### src/rtl/hsl_pkg.sv
// Shared constants, codes and stage types for the HSL to RGB converter.
`timescale 1ns / 1ps
`default_nettype none

package hsl_pkg;

  localparam int FRAC_BITS = 16;

  localparam int IN_W     = 9;
  localparam int LVL_W    = 8;
  localparam int FX_W     = FRAC_BITS + 1;
  localparam int FACT_W   = FRAC_BITS + 2;
  localparam int VAL_W    = FRAC_BITS + 3;
  localparam int SCALE_SH = FRAC_BITS - 8;

  localparam longint unsigned ONE64 = 64'd1 << FRAC_BITS;

  localparam logic [FX_W-1:0] FX_ONE        = FX_W'(ONE64);
  localparam logic [FX_W-1:0] FX_HALF       = FX_W'(ONE64 / 2);
  localparam logic [FX_W-1:0] FX_THIRD      = FX_W'(ONE64 / 3);
  localparam logic [FX_W-1:0] FX_TWO_THIRDS = FX_W'((2 * ONE64) / 3);

  // hue / 360 as multiply by a rounded-up reciprocal; exact for hue < 360
  localparam int HUE_SHIFT   = 17;
  localparam int HUE_RECIP_W = FRAC_BITS + 9;
  localparam logic [HUE_RECIP_W-1:0] HUE_RECIP =
    HUE_RECIP_W'(((64'd1 << (FRAC_BITS + HUE_SHIFT)) + 64'd359) / 64'd360);

  localparam logic [IN_W-1:0]  HUE_WRAP = 9'd360;
  localparam logic [IN_W-1:0]  UNIT_MAX = 9'd256;
  localparam logic [LVL_W-1:0] LVL_MAX  = 8'd255;

  typedef enum logic [1:0] {
    SEG_RISE = 2'd0,
    SEG_HIGH = 2'd1,
    SEG_FALL = 2'd2,
    SEG_LOW  = 2'd3
  } seg_t;

  typedef struct packed {
    logic [FRAC_BITS-1:0] h;
    logic [FX_W-1:0]      l;
    logic [FX_W-1:0]      s;
    logic [FX_W-1:0]      prod_a;
    logic [FX_W-1:0]      prod_b;
    logic                 lit_low;
    logic                 gray;
  } prep_t;

  typedef struct packed {
    seg_t              seg;
    logic [FACT_W-1:0] factor;
    logic [FX_W-1:0]   lo;
    logic [FX_W-1:0]   hi;
    logic [FX_W-1:0]   span;
  } chan_t;

endpackage

`default_nettype wire

### src/rtl/hsl_prep.sv
// Stage 1: input normalization, hue fraction and lightness/saturation products.
`timescale 1ns / 1ps
`default_nettype none

module hsl_prep (
  input  wire                          clk,
  input  wire                          en,
  input  wire [hsl_pkg::IN_W-1:0]      hue_degrees,
  input  wire [hsl_pkg::IN_W-1:0]      saturation,
  input  wire [hsl_pkg::IN_W-1:0]      lightness,
  output hsl_pkg::prep_t               prep_o
);

  localparam int HP_W = hsl_pkg::IN_W + hsl_pkg::HUE_RECIP_W;
  localparam int PA_W = 2 * hsl_pkg::FX_W + 1;
  localparam int PB_W = 2 * hsl_pkg::FX_W;

  logic [hsl_pkg::IN_W-1:0]   hue_n;
  logic [hsl_pkg::IN_W-1:0]   sat_c;
  logic [hsl_pkg::IN_W-1:0]   lit_c;
  logic [hsl_pkg::FX_W-1:0]   s_fx;
  logic [hsl_pkg::FX_W-1:0]   l_fx;
  logic [hsl_pkg::FX_W:0]     one_plus_s;
  logic [HP_W-1:0]            hue_prod;
  logic [PA_W-1:0]            prod_a_full;
  logic [PB_W-1:0]            prod_b_full;
  hsl_pkg::prep_t             prep_nxt;
  hsl_pkg::prep_t             prep_r;

  always_comb begin
    hue_n = (hue_degrees >= hsl_pkg::HUE_WRAP) ? hue_degrees - hsl_pkg::HUE_WRAP : hue_degrees;
    sat_c = (saturation > hsl_pkg::UNIT_MAX) ? hsl_pkg::UNIT_MAX : saturation;
    lit_c = (lightness > hsl_pkg::UNIT_MAX) ? hsl_pkg::UNIT_MAX : lightness;
    s_fx  = hsl_pkg::FX_W'(sat_c) << hsl_pkg::SCALE_SH;
    l_fx  = hsl_pkg::FX_W'(lit_c) << hsl_pkg::SCALE_SH;
    one_plus_s  = (hsl_pkg::FX_W + 1)'(hsl_pkg::FX_ONE) + (hsl_pkg::FX_W + 1)'(s_fx);
    hue_prod    = HP_W'(hue_n) * HP_W'(hsl_pkg::HUE_RECIP);
    prod_a_full = PA_W'(l_fx) * PA_W'(one_plus_s);
    prod_b_full = PB_W'(l_fx) * PB_W'(s_fx);

    prep_nxt.h       = hue_prod[hsl_pkg::HUE_SHIFT +: hsl_pkg::FRAC_BITS];
    prep_nxt.l       = l_fx;
    prep_nxt.s       = s_fx;
    prep_nxt.prod_a  = prod_a_full[hsl_pkg::FRAC_BITS +: hsl_pkg::FX_W];
    prep_nxt.prod_b  = prod_b_full[hsl_pkg::FRAC_BITS +: hsl_pkg::FX_W];
    prep_nxt.lit_low = (l_fx < hsl_pkg::FX_HALF);
    prep_nxt.gray    = (sat_c == '0);
  end

  always_ff @(posedge clk) begin
    if (en) begin
      prep_r <= prep_nxt;
    end
  end

  assign prep_o = prep_r;

endmodule

`default_nettype wire

### src/rtl/hsl_chroma.sv
// Stage 2: chroma terms, per-channel hue position and ramp segment select.
`timescale 1ns / 1ps
`default_nettype none

module hsl_chroma (
  input  wire                          clk,
  input  wire                          en,
  input  wire hsl_pkg::prep_t          prep_i,
  output hsl_pkg::chan_t [2:0]         chan_o
);

  localparam int FW = hsl_pkg::FX_W;

  logic [FW:0]     sum_hi;
  logic [FW:0]     dbl_l;
  logic [FW-1:0]   v1;
  logic [FW-1:0]   v2;
  logic [FW-1:0]   span;
  logic [FW-1:0]   h_fx;
  logic [FW-1:0]   pos_red;
  logic [FW-1:0]   pos_blue;
  logic [FW-1:0]   pos_green;
  hsl_pkg::chan_t [2:0] chan_nxt;
  hsl_pkg::chan_t [2:0] chan_r;

  function automatic hsl_pkg::chan_t make_chan(
    input logic [FW-1:0] pos,
    input logic [FW-1:0] lo,
    input logic [FW-1:0] hi,
    input logic [FW-1:0] sp,
    input logic [FW-1:0] gray_l,
    input logic          gray
  );
    hsl_pkg::chan_t c;
    logic [FW+2:0]  six_pos;
    logic [FW+2:0]  one_x;
    logic [FW+2:0]  two_pos;
    logic [FW+2:0]  three_pos;
    logic [FW-1:0]  rest;
    logic [FW+2:0]  six_rest;
    six_pos   = ((FW + 3)'(pos) << 2) + ((FW + 3)'(pos) << 1);
    two_pos   = (FW + 3)'(pos) << 1;
    three_pos = two_pos + (FW + 3)'(pos);
    one_x     = (FW + 3)'(hsl_pkg::FX_ONE);
    rest      = (pos > hsl_pkg::FX_TWO_THIRDS) ? '0 : hsl_pkg::FX_TWO_THIRDS - pos;
    six_rest  = ((FW + 3)'(rest) << 2) + ((FW + 3)'(rest) << 1);
    c.lo   = lo;
    c.hi   = hi;
    c.span = sp;
    if (six_pos < one_x) begin
      c.seg    = hsl_pkg::SEG_RISE;
      c.factor = hsl_pkg::FACT_W'(six_pos);
    end else if (two_pos < one_x) begin
      c.seg    = hsl_pkg::SEG_HIGH;
      c.factor = '0;
    end else if (three_pos < (one_x << 1)) begin
      c.seg    = hsl_pkg::SEG_FALL;
      c.factor = hsl_pkg::FACT_W'(six_rest);
    end else begin
      c.seg    = hsl_pkg::SEG_LOW;
      c.factor = '0;
    end
    if (gray) begin
      c.seg = hsl_pkg::SEG_LOW;
      c.lo  = gray_l;
    end
    return c;
  endfunction

  always_comb begin
    sum_hi = (FW + 1)'(prep_i.l) + (FW + 1)'(prep_i.s) - (FW + 1)'(prep_i.prod_b);
    v2     = prep_i.lit_low ? prep_i.prod_a : FW'(sum_hi);
    dbl_l  = {prep_i.l, 1'b0};
    v1     = FW'(dbl_l - (FW + 1)'(v2));
    span   = (v2 > v1) ? v2 - v1 : '0;

    h_fx    = FW'(prep_i.h);
    pos_red = h_fx + hsl_pkg::FX_THIRD;
    if (pos_red > hsl_pkg::FX_ONE) begin
      pos_red = pos_red - hsl_pkg::FX_ONE;
    end
    pos_green = h_fx;
    pos_blue  = (h_fx < hsl_pkg::FX_THIRD) ? h_fx + hsl_pkg::FX_ONE - hsl_pkg::FX_THIRD
                                           : h_fx - hsl_pkg::FX_THIRD;

    chan_nxt[0] = make_chan(pos_red,   v1, v2, span, prep_i.l, prep_i.gray);
    chan_nxt[1] = make_chan(pos_green, v1, v2, span, prep_i.l, prep_i.gray);
    chan_nxt[2] = make_chan(pos_blue,  v1, v2, span, prep_i.l, prep_i.gray);
  end

  always_ff @(posedge clk) begin
    if (en) begin
      chan_r <= chan_nxt;
    end
  end

  assign chan_o = chan_r;

endmodule

`default_nettype wire

### src/rtl/hsl_ramp.sv
// Stage 3: one channel's hue ramp value from its segment and scaled chroma span.
`timescale 1ns / 1ps
`default_nettype none

module hsl_ramp (
  input  wire                          clk,
  input  wire                          en,
  input  wire hsl_pkg::chan_t          chan_i,
  output logic [hsl_pkg::VAL_W-1:0]    val_o
);

  localparam int PR_W = hsl_pkg::FX_W + hsl_pkg::FACT_W;

  logic [PR_W-1:0]            prod;
  logic [hsl_pkg::VAL_W-1:0]  scaled;
  logic [hsl_pkg::VAL_W-1:0]  val_nxt;
  logic [hsl_pkg::VAL_W-1:0]  val_r;

  always_comb begin
    prod   = PR_W'(chan_i.span) * PR_W'(chan_i.factor);
    scaled = prod[hsl_pkg::FRAC_BITS +: hsl_pkg::VAL_W];
    unique case (chan_i.seg)
      hsl_pkg::SEG_RISE,
      hsl_pkg::SEG_FALL: val_nxt = hsl_pkg::VAL_W'(chan_i.lo) + scaled;
      hsl_pkg::SEG_HIGH: val_nxt = hsl_pkg::VAL_W'(chan_i.hi);
      hsl_pkg::SEG_LOW:  val_nxt = hsl_pkg::VAL_W'(chan_i.lo);
      default:           val_nxt = hsl_pkg::VAL_W'(chan_i.lo);
    endcase
  end

  always_ff @(posedge clk) begin
    if (en) begin
      val_r <= val_nxt;
    end
  end

  assign val_o = val_r;

endmodule

`default_nettype wire

### src/rtl/hsl_level.sv
// Stage 4: scale a channel fraction to an 8-bit level with truncation and clamp.
`timescale 1ns / 1ps
`default_nettype none

module hsl_level (
  input  wire                          clk,
  input  wire                          en,
  input  wire [hsl_pkg::VAL_W-1:0]     val_i,
  output logic [hsl_pkg::LVL_W-1:0]    level_o
);

  localparam int M_W  = hsl_pkg::VAL_W + hsl_pkg::LVL_W;
  localparam int LV_W = M_W - hsl_pkg::FRAC_BITS;

  logic [M_W-1:0]             prod;
  logic [LV_W-1:0]            lvl;
  logic [hsl_pkg::LVL_W-1:0]  level_nxt;
  logic [hsl_pkg::LVL_W-1:0]  level_r;

  always_comb begin
    prod      = M_W'(val_i) * M_W'(hsl_pkg::LVL_MAX);
    lvl       = prod[hsl_pkg::FRAC_BITS +: LV_W];
    level_nxt = (lvl > LV_W'(hsl_pkg::LVL_MAX)) ? hsl_pkg::LVL_MAX : lvl[hsl_pkg::LVL_W-1:0];
  end

  always_ff @(posedge clk) begin
    if (en) begin
      level_r <= level_nxt;
    end
  end

  assign level_o = level_r;

endmodule

`default_nettype wire

### src/rtl/hsl_to_rgb_converter.sv
// Top level of the HSL to RGB converter: four-stage pipeline and flow control.
//
// Converts one color per clock while in_stall is low: a transaction on the input channel
// carries hue in degrees and saturation/lightness with 256 meaning 1.0; the red, green
// and blue levels appear on the output registers after passing the four register stages
// (normalize and multiply, chroma and segment select, ramp multiply, level scale), each
// of which takes a new color every clock that it is free to advance. out_stall holds the
// pipeline in place; empty stages still fill while stalled, so up to four colors are
// held, and in_stall rises only when every stage is full.
`timescale 1ns / 1ps
`default_nettype none

module hsl_to_rgb_converter (
  input  wire                          clk,
  input  wire                          rst_n,
  input  wire                          in_valid,
  output logic                         in_stall,
  input  wire [hsl_pkg::IN_W-1:0]      in_hue_degrees,
  input  wire [hsl_pkg::IN_W-1:0]      in_saturation,
  input  wire [hsl_pkg::IN_W-1:0]      in_lightness,
  output logic                         out_valid,
  input  wire                          out_stall,
  output logic [hsl_pkg::LVL_W-1:0]    out_red_level,
  output logic [hsl_pkg::LVL_W-1:0]    out_green_level,
  output logic [hsl_pkg::LVL_W-1:0]    out_blue_level
);

  localparam int STAGES = 4;

  logic [STAGES-1:0]          vld_r;
  logic [STAGES-1:0]          vld_nxt;
  logic [STAGES-1:0]          adv;
  hsl_pkg::prep_t             prep;
  hsl_pkg::chan_t [2:0]       chan;
  logic [hsl_pkg::VAL_W-1:0]  val [3];
  logic [hsl_pkg::LVL_W-1:0]  level [3];

  // a stage loads when it is empty or its contents move on
  always_comb begin
    adv[STAGES-1] = !vld_r[STAGES-1] || !out_stall;
    for (int k = STAGES - 2; k >= 0; k--) begin
      adv[k] = !vld_r[k] || adv[k+1];
    end
    vld_nxt = vld_r;
    if (adv[0]) begin
      vld_nxt[0] = in_valid;
    end
    for (int k = 1; k < STAGES; k++) begin
      if (adv[k]) begin
        vld_nxt[k] = vld_r[k-1];
      end
    end
  end

  always_ff @(posedge clk) begin
    if (!rst_n) begin
      vld_r <= '0;
    end else begin
      vld_r <= vld_nxt;
    end
  end

  assign in_stall  = !adv[0];
  assign out_valid = vld_r[STAGES-1];

  hsl_prep u_prep (
    .clk         (clk),
    .en          (adv[0]),
    .hue_degrees (in_hue_degrees),
    .saturation  (in_saturation),
    .lightness   (in_lightness),
    .prep_o      (prep)
  );

  hsl_chroma u_chroma (
    .clk    (clk),
    .en     (adv[1]),
    .prep_i (prep),
    .chan_o (chan)
  );

  for (genvar c = 0; c < 3; c++) begin : g_chan
    hsl_ramp u_ramp (
      .clk    (clk),
      .en     (adv[2]),
      .chan_i (chan[c]),
      .val_o  (val[c])
    );

    hsl_level u_level (
      .clk     (clk),
      .en      (adv[3]),
      .val_i   (val[c]),
      .level_o (level[c])
    );
  end

  assign out_red_level   = level[0];
  assign out_green_level = level[1];
  assign out_blue_level  = level[2];

endmodule

`default_nettype wire
### config.mk
export PLATFORM = sky130hd
export DESIGN_NAME = hsl_to_rgb_converter
export DESIGN_NICKNAME = d
export VERILOG_FILES = /design/src/rtl/hsl_pkg.sv /design/src/rtl/hsl_prep.sv /design/src/rtl/hsl_chroma.sv /design/src/rtl/hsl_ramp.sv /design/src/rtl/hsl_level.sv /design/src/rtl/hsl_to_rgb_converter.sv
export SDC_FILE = /design/constraint.sdc
export NUM_CORES = 2
export LEC_CHECK = 0
export BUFFER_PORTS_ARGS = -buffer_cell sky130_fd_sc_hd__buf_2
export CORE_UTILIZATION = 55
export DETAILED_ROUTE_END_ITERATION = 6
export PLACE_DENSITY_LB_ADDON = 0.1
export RECOVER_POWER = 100
export SYNTH_ARGS = -nofsm -noshare
export SYNTH_HDL_FRONTEND = slang
export SYNTH_SLANG_ARGS = --single-unit
### constraint.sdc
create_clock -name clk -period 8.4 [get_ports clk]
set_input_delay 1.68 -clock clk [delete_from_list [all_inputs] [get_ports clk]]
set_output_delay 1.68 -clock clk [all_outputs]
set_load 0.05 [all_outputs]
==> results.md <==
* Status: finished with violations
* Failing checks: capacitance limit, slew limit
* CP Capture Type: flop
* Critical Path RT at 8740 ps
* Drt drc at 0
* WL/cell at 18.42 um
* Storage cell area at 7767 um^2
* IO Port Bufs at 56
* Worst setup path class: flop to flop
* H-tree depth at 2
* ANT nets after route at 0
* RD Place Congestion at 0.9336
* CP max stage cell: fa_1
* Die Wd at 340.6 um
* DR iter-0 viols at 2495
* Final Instance Count excl. Fillers at 8477
* DP HPWL at 132.3 mm
* Routed vias/inst at 5.387
* Final worst path period need at 8155 ps
* Total wire length at 156.2 mm
* Post-synth cell types at 91
* Die Area at 116000 um^2
* Max clock buf depth at 3
* Synth Area per Inst at 9.255 um^2
* FP Rows at 123
* WHS at 500.8 ps
* Post-synthesis sequential area ratio at 12.32%
* Initial antenna violation count at 7
* Hold buffer count at CTS at 0
* Root buffer cell: clkbuf_16
* Fillers at 10.05k
* Worst skew pair latency at 600 ps
* Synth warn at 0
* # IOs at 57
* Final Hold Viols at 0
* CTS clock-pin slew for the worst setup and hold paths at 60 ps
* CP Max Fanout at 6
* Vias at 45.67k
* Most common cell after layout, fill and taps aside: inv_1
* Slew headroom at -174.9%
* Tcrit/Tclk final at 97.08%
* Commonest cells after routing, fill and taps aside: 1494 x inv_1, 1017 x fa_1, 868 x ha_1
* Tightest Pin Transition at 4124 ps
* Max-cap violations at 5
* Max incr delay on CP at 570 ps
* Crit-path most repeated cell: fa_1
* Pre-antenna DRT Iters at 6
* Placed cells at 8381
* Share of async-settable or async-resettable flops after synthesis at 0%
* Largest net degree at the start of global routing at 69
* FF+latch count, synth at 260
* GR Overflow Total at 0
* Nets at 8873
* Post-Route Setup TNS at 0 ps
* Max Freq at 122.6 MHz
* Post-synth EDFFs at 256
* CTS tree: built
* Startpoint Class: flop
* Max Slew Vio Count at 268
* Global Route Usage Sum at 27.37%
* Synth-to-Final Area Change at 7.676%
* Number of global-route vias before repair at 47.39k
* Reg-to-reg slack, setup at 250 ps
* Finish-stage setup viols at 0
* Synthesized instance count at 6812
* RSZ-0062 raised after global routing: true
* Area of the core at 113100 um^2
* Area of the multi-input gates at 49190 um^2
* Number of CTS-inserted buffers at 37
* Top FF cell, synth: edfxtp_1
* Die Height at 340.6 um
* Post-Route Skew at 36.93 ps
* Clk sinks at 260
* Synthesized cell area at 63050 um^2
* First-pass GRT wire length at 250.8 mm
* Layout cell share with drive strength beyond 1 at 5.649%
* CP arrival at 8490 ps
* Hold Path Class: flop to flop
* Initial Util at 55.74%
-- timing repair --
item | in CTS | in global routing
endpoints found under the setup margin | 3 | 17
pin swaps | 2 | 40
gates cloned | 0 | 2
buffers inserted | 4 | 21
resized for setup | 9 | 94
-- worst max-delay path: cells and delay by family (launching register included) --
kind / cells / cell delay (ps)
xor gates and xnor gates: 1 / 160
and+or+nand+nor: 6 / 1140
buffers and inverters: 7 / 690
DFF: 1 / 530
AOI/OAI and AO/OA: 11 / 1940
adders and majority gates: 8 / 3450
-- worst paths after layout --
| kind | startpoint | end | depth (start not counted) |
|---|---|---|---|
| setup / recovery | u_chroma.chan_o[132]$_DFFE_PP_ | g_chan[1].u_ramp.val_o[18]$_DFFE_PP_ | 33 |
| hold / removal | vld_r[2]$_SDFFE_PN0P_ | vld_r[3]$_SDFFE_PN0P_ | 2 |
| setup reg to reg | u_chroma.chan_o[132]$_DFFE_PP_ | g_chan[1].u_ramp.val_o[18]$_DFFE_PP_ | 33 |
| hold reg to reg | vld_r[2]$_SDFFE_PN0P_ | vld_r[3]$_SDFFE_PN0P_ | 2 |
-- flip-flops by register name, indices dropped and copies added, names as in the netlist --
| signal | flops |
|---|---|
| u_chroma.chan_o | 107 |
| g_chan.u_level.level_o | 24 |
| vld_r | 4 |
| u_prep.prep_o | 68 |
| g_chan.u_ramp.val_o | 57 |
-- metrics by stage --
stage	setup slack (ps)	utilization, %	instance area (um^2)
6_report	245.3	60.02	67890
5_1_grt	-52.62	60.01	67880
4_1_cts	10.91	59.62	67440
3_5_place_dp	-248.6	58.48	66150
3_3_place_gp	-150.8	58.48	66150
2_1_floorplan	220.7	-	63080
-- synthesized netlist by cell type, types with 31 or more instances --
cell	n	area, um^2
fa_1	1020	20420
nand3_1	49	245.2
nor2b_1	57	356.6
or3_1	34	212.7
a21oi_1	229	1146
mux2i_1	60	600.6
nand2_1	607	2278
o21ai_0	170	850.8
clkbuf_1	174	653.1
and3_1	31	193.9
nor2_1	322	1209
edfxtp_1	256	7687
and2_1	440	2753
xor2_1	96	840.8
xnor2_1	219	1918
o21a_1	56	420.4
nor3_1	64	320.3
nand2b_1	70	437.9
inv_1	1496	5615
ha_1	875	10950
a21o_1	96	720.7
-- layer usage --
metal / wire length (um) / vias up / track usage (%)
met5: 64 / - / 0
met4: 4985 / 10 / 8.016
met3: 8759 / 227 / 3.782
met2: 73650 / 1057 / 45.59
met1: 68710 / 22674 / 37.22
li1: - / 21698 / -
-- area by class of cell --
class / count / area share, %
Clock buffer: 40 / 1.412
Timing Repair Buffer: 276 / 3.222
Inverter: 1498 / 8.283
Clock inverter: 27 / 0.4073
Multi-Input combinational cell: 4874 / 72.46
Antenna cell: 2 / 0.007372
Tap cell: 1500 / 2.765
Sequential cell: 260 / 11.44
-- cells by family (layout without fill, tap and decap cells) --
group                    Yosys count  after routing  synth area share (%)
flip-flops                       260            260                 12.32
XOR/XNOR                         316            316                 4.412
multiplexers                      71             71                 1.155
AND/OR/NAND/NOR                 1751           1751                 13.62
adder cells (fa/ha/maj)         1896           1896                 49.77
other                              2             12               0.01191
buffers and inverters           1686           1841                 10.07
AO/OA/AOI/OAI                    830            830                 8.639
Power is not shown: default switching activity piles up to over one toggle a cycle in this logic, so the estimate is an artifact.
